`src/frt_pkg.sv`:
```
// ----------------------------------------------------------------------------
// frt_pkg: shared types and constants of the flow id route table
// Holds the item and result word formats, table sizing, status codes and the
// sequencer state type.
// ----------------------------------------------------------------------------
package frt_pkg;

  localparam int TABLE_DEPTH = 32;
  localparam int ADDR_BYTES  = 2;

  localparam int IDX_W     = (TABLE_DEPTH > 1) ? $clog2(TABLE_DEPTH) : 1;
  localparam int CNT_W     = $clog2(TABLE_DEPTH + 1);
  localparam int OUT_IDX_W = 5;

  // Addresses keep only their low 8*ADDR_BYTES bits, capped at the 16-bit field.
  localparam int ADDR_W = (ADDR_BYTES >= 2) ? 16 : 8 * ADDR_BYTES;
  localparam logic [15:0] ADDR_MASK = 16'((33'd1 << ADDR_W) - 33'd1);

  localparam logic ACT_ADD    = 1'b0;
  localparam logic ACT_LOOKUP = 1'b1;

  localparam logic MARK_NEW     = 1'b0;
  localparam logic MARK_UPDATED = 1'b1;

  localparam logic [2:0] STAT_INSERTED  = 3'd0;
  localparam logic [2:0] STAT_UPDATED   = 3'd1;
  localparam logic [2:0] STAT_UNCHANGED = 3'd2;
  localparam logic [2:0] STAT_FULL      = 3'd3;
  localparam logic [2:0] STAT_MISS      = 3'd4;
  localparam logic [2:0] STAT_HIT       = 3'd5;

  typedef struct packed {
    logic        action;
    logic [15:0] source_addr;
    logic [15:0] flow_id;
    logic [15:0] next_hop_addr;
    logic [7:0]  route_action;
  } frt_in_t;

  typedef struct packed {
    logic [2:0]  status;
    logic [4:0]  entry_index;
    logic [15:0] stored_next_hop;
    logic [7:0]  stored_route_action;
    logic        route_mark;
  } frt_out_t;

  typedef struct packed {
    logic [15:0] source;
    logic [15:0] flow;
    logic [15:0] hop_addr;
    logic [7:0]  action;
    logic        mark;
  } frt_entry_t;

  localparam int ENTRY_W = $bits(frt_entry_t);

  typedef enum logic [1:0] {
    ST_IDLE,
    ST_SCAN,
    ST_DECIDE,
    ST_EMIT
  } frt_state_t;

endpackage

```
`src/frt_ram.sv`:
```
// ----------------------------------------------------------------------------
// frt_ram: generic simple dual-port RAM
// One write port, one read port, read data registered.
// ----------------------------------------------------------------------------
module frt_ram #(
  parameter int WIDTH = 8,
  parameter int DEPTH = 32
) (
  input  logic                                   clk,
  input  logic                                   we,
  input  logic [((DEPTH > 1) ? $clog2(DEPTH) : 1)-1:0] waddr,
  input  logic [WIDTH-1:0]                       wdata,
  input  logic                                   re,
  input  logic [((DEPTH > 1) ? $clog2(DEPTH) : 1)-1:0] raddr,
  output logic [WIDTH-1:0]                       rdata
);

  logic [WIDTH-1:0] mem [DEPTH];

  always_ff @(posedge clk) begin
    if (we) begin
      mem[waddr] <= wdata;
    end
    if (re) begin
      rdata <= mem[raddr];
    end
  end

endmodule

```
`src/flow_id_route_table.sv`:
```
// ----------------------------------------------------------------------------
// flow_id_route_table: exact-match route table keyed on source and flow id
// Add words insert a new route or update an existing one; lookup words report
// the stored route. Entries live in one RAM and are scanned linearly.
// ----------------------------------------------------------------------------
//
//   channel | ports                      | word
//   --------+----------------------------+---------------------------------
//   input   | in_valid, in_ready, in_data   | frt_in_t: action, key, route
//   result  | out_valid, out_ready, out_data| frt_out_t: status, slot, entry
//
// One word at a time. Each word is accepted, then scanned slot by slot up to
// the match (at most the entry count), then decided with any write-back, and
// then emitted. The scan rate is set by the single RAM read port, one slot
// per cycle. Reset clears the state, the entry count and the result valid
// flag; RAM contents need no clearing since only slots below the count are
// ever read. A stalled result holds in the output register while the next
// word is already accepted and scanned.
//
module flow_id_route_table
  import frt_pkg::*;
(
  input  logic     clk,
  input  logic     rst_n,
  input  logic     in_valid,
  output logic     in_ready,
  input  frt_in_t  in_data,
  output logic     out_valid,
  input  logic     out_ready,
  output frt_out_t out_data
);

  frt_state_t state_r, state_nxt;

  frt_in_t    item_r;
  logic [CNT_W-1:0] count_r, count_nxt;
  logic [CNT_W-1:0] scan_idx_r;
  logic             pend_vld_r;
  logic [IDX_W-1:0] pend_idx_r;
  logic             hit_r;
  logic [IDX_W-1:0] hit_idx_r;
  frt_entry_t       hit_ent_r;
  frt_out_t         res_r, res_nxt;
  logic             out_valid_r;
  frt_out_t         out_data_r;

  // RAM interface
  logic             ram_we, ram_re;
  logic [IDX_W-1:0] ram_waddr, ram_raddr;
  frt_entry_t       ram_wdata, rd_ent;
  logic [ENTRY_W-1:0] ram_rdata;

  logic key_match, scan_more, out_free, in_acc;
  logic [IDX_W+OUT_IDX_W-1:0] idx_ext;

  frt_ram #(
    .WIDTH (ENTRY_W),
    .DEPTH (TABLE_DEPTH)
  ) u_ram (
    .clk   (clk),
    .we    (ram_we),
    .waddr (ram_waddr),
    .wdata (ram_wdata),
    .re    (ram_re),
    .raddr (ram_raddr),
    .rdata (ram_rdata)
  );

  assign rd_ent = frt_entry_t'(ram_rdata);

  // Compare the slot read last cycle against the key of the word in flight.
  assign key_match = pend_vld_r && (rd_ent.source == item_r.source_addr)
                     && (rd_ent.flow == item_r.flow_id);
  assign scan_more = (scan_idx_r < count_r);
  assign out_free  = !out_valid_r || out_ready;
  assign in_ready  = (state_r == ST_IDLE);
  assign in_acc    = in_valid && in_ready;

  // Next state
  always_comb begin
    state_nxt = state_r;
    unique case (state_r)
      ST_IDLE: begin
        if (in_valid) state_nxt = ST_SCAN;
      end
      ST_SCAN: begin
        if (key_match || !scan_more) state_nxt = ST_DECIDE;
      end
      ST_DECIDE: begin
        state_nxt = ST_EMIT;
      end
      ST_EMIT: begin
        if (out_free) state_nxt = ST_IDLE;
      end
      default: state_nxt = ST_IDLE;
    endcase
  end

  // Read side: issue the next slot unless this cycle already hit.
  assign ram_re    = (state_r == ST_SCAN) && !key_match && scan_more;
  assign ram_raddr = scan_idx_r[IDX_W-1:0];

  // Decide: build the result and the write-back from the scan outcome.
  always_comb begin
    ram_we    = 1'b0;
    ram_waddr = hit_idx_r;
    ram_wdata = '0;
    count_nxt = count_r;
    res_nxt   = res_r;
    idx_ext   = '0;
    if (state_r == ST_DECIDE) begin
      res_nxt = '0;
      if (item_r.action == ACT_LOOKUP) begin
        if (hit_r) begin
          idx_ext                     = {{OUT_IDX_W{1'b0}}, hit_idx_r};
          res_nxt.status              = STAT_HIT;
          res_nxt.entry_index         = idx_ext[OUT_IDX_W-1:0];
          res_nxt.stored_next_hop     = hit_ent_r.hop_addr;
          res_nxt.stored_route_action = hit_ent_r.action;
          res_nxt.route_mark          = hit_ent_r.mark;
        end else begin
          res_nxt.status = STAT_MISS;
        end
      end else if (!hit_r) begin
        if (count_r == CNT_W'(TABLE_DEPTH)) begin
          res_nxt.status = STAT_FULL;
        end else begin
          // Append at the next free slot, marked new.
          ram_we             = 1'b1;
          ram_waddr          = count_r[IDX_W-1:0];
          ram_wdata.source   = item_r.source_addr;
          ram_wdata.flow     = item_r.flow_id;
          ram_wdata.hop_addr = item_r.next_hop_addr;
          ram_wdata.action   = item_r.route_action;
          ram_wdata.mark     = MARK_NEW;
          count_nxt          = count_r + CNT_W'(1);
          idx_ext                     = {{OUT_IDX_W{1'b0}}, count_r[IDX_W-1:0]};
          res_nxt.status              = STAT_INSERTED;
          res_nxt.entry_index         = idx_ext[OUT_IDX_W-1:0];
          res_nxt.stored_next_hop     = item_r.next_hop_addr;
          res_nxt.stored_route_action = item_r.route_action;
          res_nxt.route_mark          = MARK_NEW;
        end
      end else begin
        idx_ext             = {{OUT_IDX_W{1'b0}}, hit_idx_r};
        res_nxt.entry_index = idx_ext[OUT_IDX_W-1:0];
        if ((hit_ent_r.hop_addr != item_r.next_hop_addr)
            || (hit_ent_r.action != item_r.route_action)) begin
          // Rewrite the route in place and mark it updated.
          ram_we             = 1'b1;
          ram_wdata.source   = hit_ent_r.source;
          ram_wdata.flow     = hit_ent_r.flow;
          ram_wdata.hop_addr = item_r.next_hop_addr;
          ram_wdata.action   = item_r.route_action;
          ram_wdata.mark     = MARK_UPDATED;
          res_nxt.status              = STAT_UPDATED;
          res_nxt.stored_next_hop     = item_r.next_hop_addr;
          res_nxt.stored_route_action = item_r.route_action;
          res_nxt.route_mark          = MARK_UPDATED;
        end else begin
          res_nxt.status              = STAT_UNCHANGED;
          res_nxt.stored_next_hop     = hit_ent_r.hop_addr;
          res_nxt.stored_route_action = hit_ent_r.action;
          res_nxt.route_mark          = hit_ent_r.mark;
        end
      end
    end
  end

  // Control registers
  always_ff @(posedge clk) begin
    if (!rst_n) begin
      state_r     <= ST_IDLE;
      count_r     <= '0;
      out_valid_r <= 1'b0;
    end else begin
      state_r <= state_nxt;
      count_r <= count_nxt;
      if (state_r == ST_EMIT && out_free) begin
        out_valid_r <= 1'b1;
      end else if (out_ready) begin
        out_valid_r <= 1'b0;
      end
    end
  end

  // Scan and payload registers
  always_ff @(posedge clk) begin
    if (in_acc) begin
      // Hold the word, trimmed to the kept address width.
      item_r.action        <= in_data.action;
      item_r.source_addr   <= in_data.source_addr & ADDR_MASK;
      item_r.flow_id       <= in_data.flow_id;
      item_r.next_hop_addr <= in_data.next_hop_addr & ADDR_MASK;
      item_r.route_action  <= in_data.route_action;
      scan_idx_r           <= '0;
      pend_vld_r           <= 1'b0;
      hit_r                <= 1'b0;
    end else if (state_r == ST_SCAN) begin
      pend_vld_r <= ram_re;
      pend_idx_r <= scan_idx_r[IDX_W-1:0];
      if (ram_re) scan_idx_r <= scan_idx_r + CNT_W'(1);
      if (key_match) begin
        hit_r     <= 1'b1;
        hit_idx_r <= pend_idx_r;
        hit_ent_r <= rd_ent;
      end
    end
    res_r <= res_nxt;
    if (state_r == ST_EMIT && out_free) begin
      out_data_r <= res_r;
    end
  end

  assign out_valid = out_valid_r;
  assign out_data  = out_data_r;

`ifndef SYNTHESIS
  a_count_bound: assert property (@(posedge clk) disable iff (!rst_n)
    count_r <= CNT_W'(TABLE_DEPTH))
    else $error("entry count beyond table depth");

  a_no_rw_overlap: assert property (@(posedge clk) disable iff (!rst_n)
    !(ram_we && ram_re))
    else $error("RAM read and write in the same cycle");

  a_result_from_emit: assert property (@(posedge clk) disable iff (!rst_n)
    $rose(out_valid_r) |-> $past(state_r == ST_EMIT))
    else $error("result raised outside emit");

  a_count_step: assert property (@(posedge clk) disable iff (!rst_n)
    (count_r != $past(count_r)) |-> $past(state_r == ST_DECIDE && ram_we))
    else $error("entry count moved without an insert");
`endif

endmodule

```
`config.mk`:
```
export PLATFORM = sky130hd
export DESIGN_NAME = flow_id_route_table
export DESIGN_NICKNAME = d
export VERILOG_FILES = /design/src/frt_pkg.sv /design/src/frt_ram.sv /design/src/flow_id_route_table.sv
export SDC_FILE = /design/constraint.sdc
export NUM_CORES = 2
export LEC_CHECK = 0
export ABC_CLOCK_PERIOD_IN_PS = 11100
export BUFFER_PORTS_ARGS = -buffer_cell sky130_fd_sc_hd__buf_2
export CORE_UTILIZATION = 45
export CTS_BUF_LIST = sky130_fd_sc_hd__clkbuf_4
export DETAILED_ROUTE_END_ITERATION = 7
export GPL_ROUTABILITY_DRIVEN = 0
export GPL_TIMING_DRIVEN = 1
export PLACE_DENSITY = 0.66
export SYNTH_ARGS = -nofsm -noshare
export SYNTH_HDL_FRONTEND = slang
export SYNTH_SLANG_ARGS = --single-unit
```
`constraint.sdc`:
```
create_clock -name clk -period 11.1 [get_ports clk]
set_input_delay 2.22 -clock clk [delete_from_list [all_inputs] [get_ports clk]]
set_output_delay 2.22 -clock clk [all_outputs]
set_load 0.01 [all_outputs]
```
==> impl_results.md <==
* Layout area overhead at 12.58%
* Number of buffers created by CTS at 540
* Lkg Pwr at 30.82 nW
* # nets final at 3863
* Crit share post-route at 0.4934
* Antenna violations before repair at 6
* Largest net degree at the start of global routing at 139
* Fmax at 0.1826 GHz
* Register area share after synthesis at 0.7902
* Final Util at 0.5114
* 1st-pass router iterations at 7
* I/O Buffers at 95
* Initial DRC Count at 4165
* DP Cell Count at 5573
* Hold_buf cts at 0
* Starting density of the core at 0.4542
* Pwr Density at 187.4 nW/um^2
* Max-cap violations at 0
* Number of gates resized after CTS at 0
* Max Slew Vio Count at 0
* Dpl hpwl at 97550 microns
* Drt drc at 0
* Critical Path RT at 12.00 ns
* Clk root buf: clkbuf_4
* Share of post-route cells with drive strength above 1 at 0.3996
* Top cells by count, synth: edfxtp_1 (2071), mux4_2 (570), clkbuf_1 (90), a22o_1 (57), mux2_2 (57)
* FFs w/ async S/R, synth at 0
* WS Path Type: reg -> reg
* Crit path DAT at 6.38 ns
* DR WL/cell at 28.95 microns
* Syn Area/Cell at 24.56 sq um
* Pwr Total at 16.69 mW
* EDFF count, synth at 2071
* CP bufs+invs at 3
* Post-Syn Nets at 3295
* Critical-path top delay cell: ha_2
* Layout Skew at 0.1161 ns
* Cells after Synth at 3222
* Die height at 421.3 microns
* Depth of the CTS H-tree at 6
* Slowest cell delay on critical path at 0.87 ns
* Post-DRT Antenna Nets at 0
* Startpoint Class: flop
* Core area at 174200 sq um
* Die area at 177500 sq um
* Top-count cell post-synth: edfxtp_1
* Area contributors post-synth: edfxtp_1 (79%), mux4_2 (16%), mux2_2 (0.81%), a22o_1 (0.63%), xor2_1 (0.55%)
* Global Route Usage Sum at 0.2112
* Clock latency on the worst-skew pair at 1.37 ns
* Vias in the first global route at 38700
* RSZ-0062 raised after global routing: no
* Fin cells at 6455
* Hold Vio Cnt, Final at 0
* Netlist Area Pre-Place at 79130 sq um
* Total number of vias at 37250
* CTS tree: built
* Filler Cell Count at 13730
* Yosys reg bits at 2088
* Post-CTS setup repair buffer count at 0
* Setup TNS Final at 0 ns
* Yosys cell types at 52
* CTS Buffer Depth at 4
* Routed vias/inst at 5.771
* Critical path peak fanout at 40
* First-pass GRT wire length at 268600 microns
* Total congestion overflow at 0
* Max_slew headroom at 0.1431
* Post-synth top area cell: edfxtp_1
* CP Capture Type: flop
* Die X at 421.3 microns
* Area share of the leading cell type in the synthesized netlist at 0.7859
* CP Cell Sequence: inv_1, ha_2, nor3b_2, o21a_2, buf_4, a31o_2, nand2_1, nor2_4, buf_4
* Sinks on Clock Net at 2088
* Ys Warns at 0
* Site Rows at 153
* Delay-heaviest family, CP: simple AND/OR/NAND/NOR gates
* Period minus WS final at 5.477 ns
* Top FF cell, synth: edfxtp_1
* Cell repeated most along the worst path: buf_4
* Worst VDD drop at 0.1352 mV
* WL final at 186900 microns
* Clock Pin Slew Worst Setup and Hold Paths at 0.07 ns
* Final Setup Violations at 0
* Hold Crit Class: reg -> reg
* Worst-Margin Slew at 1.285 ns
* Outcome: finished, final reports clean
* I/O pin count at 96
-- cell usage in the layout (no fill, tap or decap), types with 4 or more instances in the layout --
master     netlist  routed
nand2_1         29      29
nor4_1          17      17
xnor2_1         12      12
nor3_1           6       6
nand3_1          4       4
o21ai_0          5       5
clkinv_2         0       9
inv_2            0      14
nand2b_1         4       4
nor2_4           0      33
clkinv_1         0      85
clkbuf_4         0     753
buf_2           41      95
ha_1            12      11
and2_1          29      29
dfxtp_4          0       5
mux2i_1          4       4
diode_2          0      13
a21oi_1          8       8
edfxtp_1      2071    2071
buf_4           11      83
xor2_1          50      50
dfxtp_1         17      12
nand4_1         10      10
mux4_2         570     570
mux2_2          57      57
a22o_1          57      57
bufinv_16        0       7
inv_1           16      15
nor2_1          45      12
-- worst paths after layout --
check	from	end	slack, ns	cells past startpoint
worst min-delay path	res_r[31]	out_data[31]	0.41	0
worst min register to register	res_r[31]	out_data[31]	0.41	0
worst max register to register	state_r[0]	u_ram.mem[12][21]	5.62	9
worst max-delay path	state_r[0]	u_ram.mem[12][21]	5.62	9
-- per-layer routing --
layer / track usage / vias up / routed length, microns
met3: 0.04975 / 295 / 14840
met2: 0.3392 / 1753 / 92800
met5: 0 / - / 0
met4: 0.06624 / 0 / 4136
li1: - / 15350 / -
met1: 0.2873 / 19860 / 75100
-- state kept, by name, summed over array words and instances, names as in the netlist --
register and cells:
item_r 57, hit_r 1, out_valid 1, state_r 2, count_r 6, pend_idx_r 5, u_ram.rdata 57, scan_idx_r 6
hit_idx_r 5, pend_vld_r 1, hit_ent_r 57, res_r 33, u_ram.mem 1824, out_data 33
-- through the flow --
step | hold slack [ns] | area (sq um) | worst slack [ns]
floorplan | 0.4003 | 79130 | 4.577
global placement | 0.4014 | 82770 | 5.729
detailed placement | 0.4045 | 82770 | 5.695
CTS | 0.4106 | 89060 | 5.621
global route | 0.4155 | 89070 | 5.361
finish | 0.4107 | 89090 | 5.623
-- logic make-up (layout without fill, tap and decap cells) --
kind of cell	after synthesis	count (layout)	synth area share
adder cells (fa/ha/maj)	12	12	0.001897
XOR/XNOR	62	62	0.006862
buffers and inverters	170	1065	0.009709
other	0	13	0
multiplexers	631	631	0.1708
flip-flops	2088	2088	0.7902
AO/OA/AOI/OAI	98	98	0.009930
AND/OR/NAND/NOR	161	161	0.01053
-- layout make-up --
cell class              instances  area [sq um]  area share
diodes                         13         32.53   0.0003652
flip-flops and latches       2088         62550      0.7021
well taps                    2325          2909     0.03265
clock inverters               116         634.4    0.007121
inverters                      16         62.56   0.0007022
multi-input cells             964         16110      0.1808
repair buffers                180          1139     0.01278
clock buffers                 753          5653     0.06345
-- power by group --
| part | internal (mW) | switching [mW] | leakage [nW] |
|---|---|---|---|
| Sequential | 9.02 | 0.113 | 21.9 |
| Clock | 3.27 | 2.95 | 3.79 |
| Combinational | 0.511 | 0.835 | 5.13 |
No activity file was read; power rests on OpenSTA's default activity.
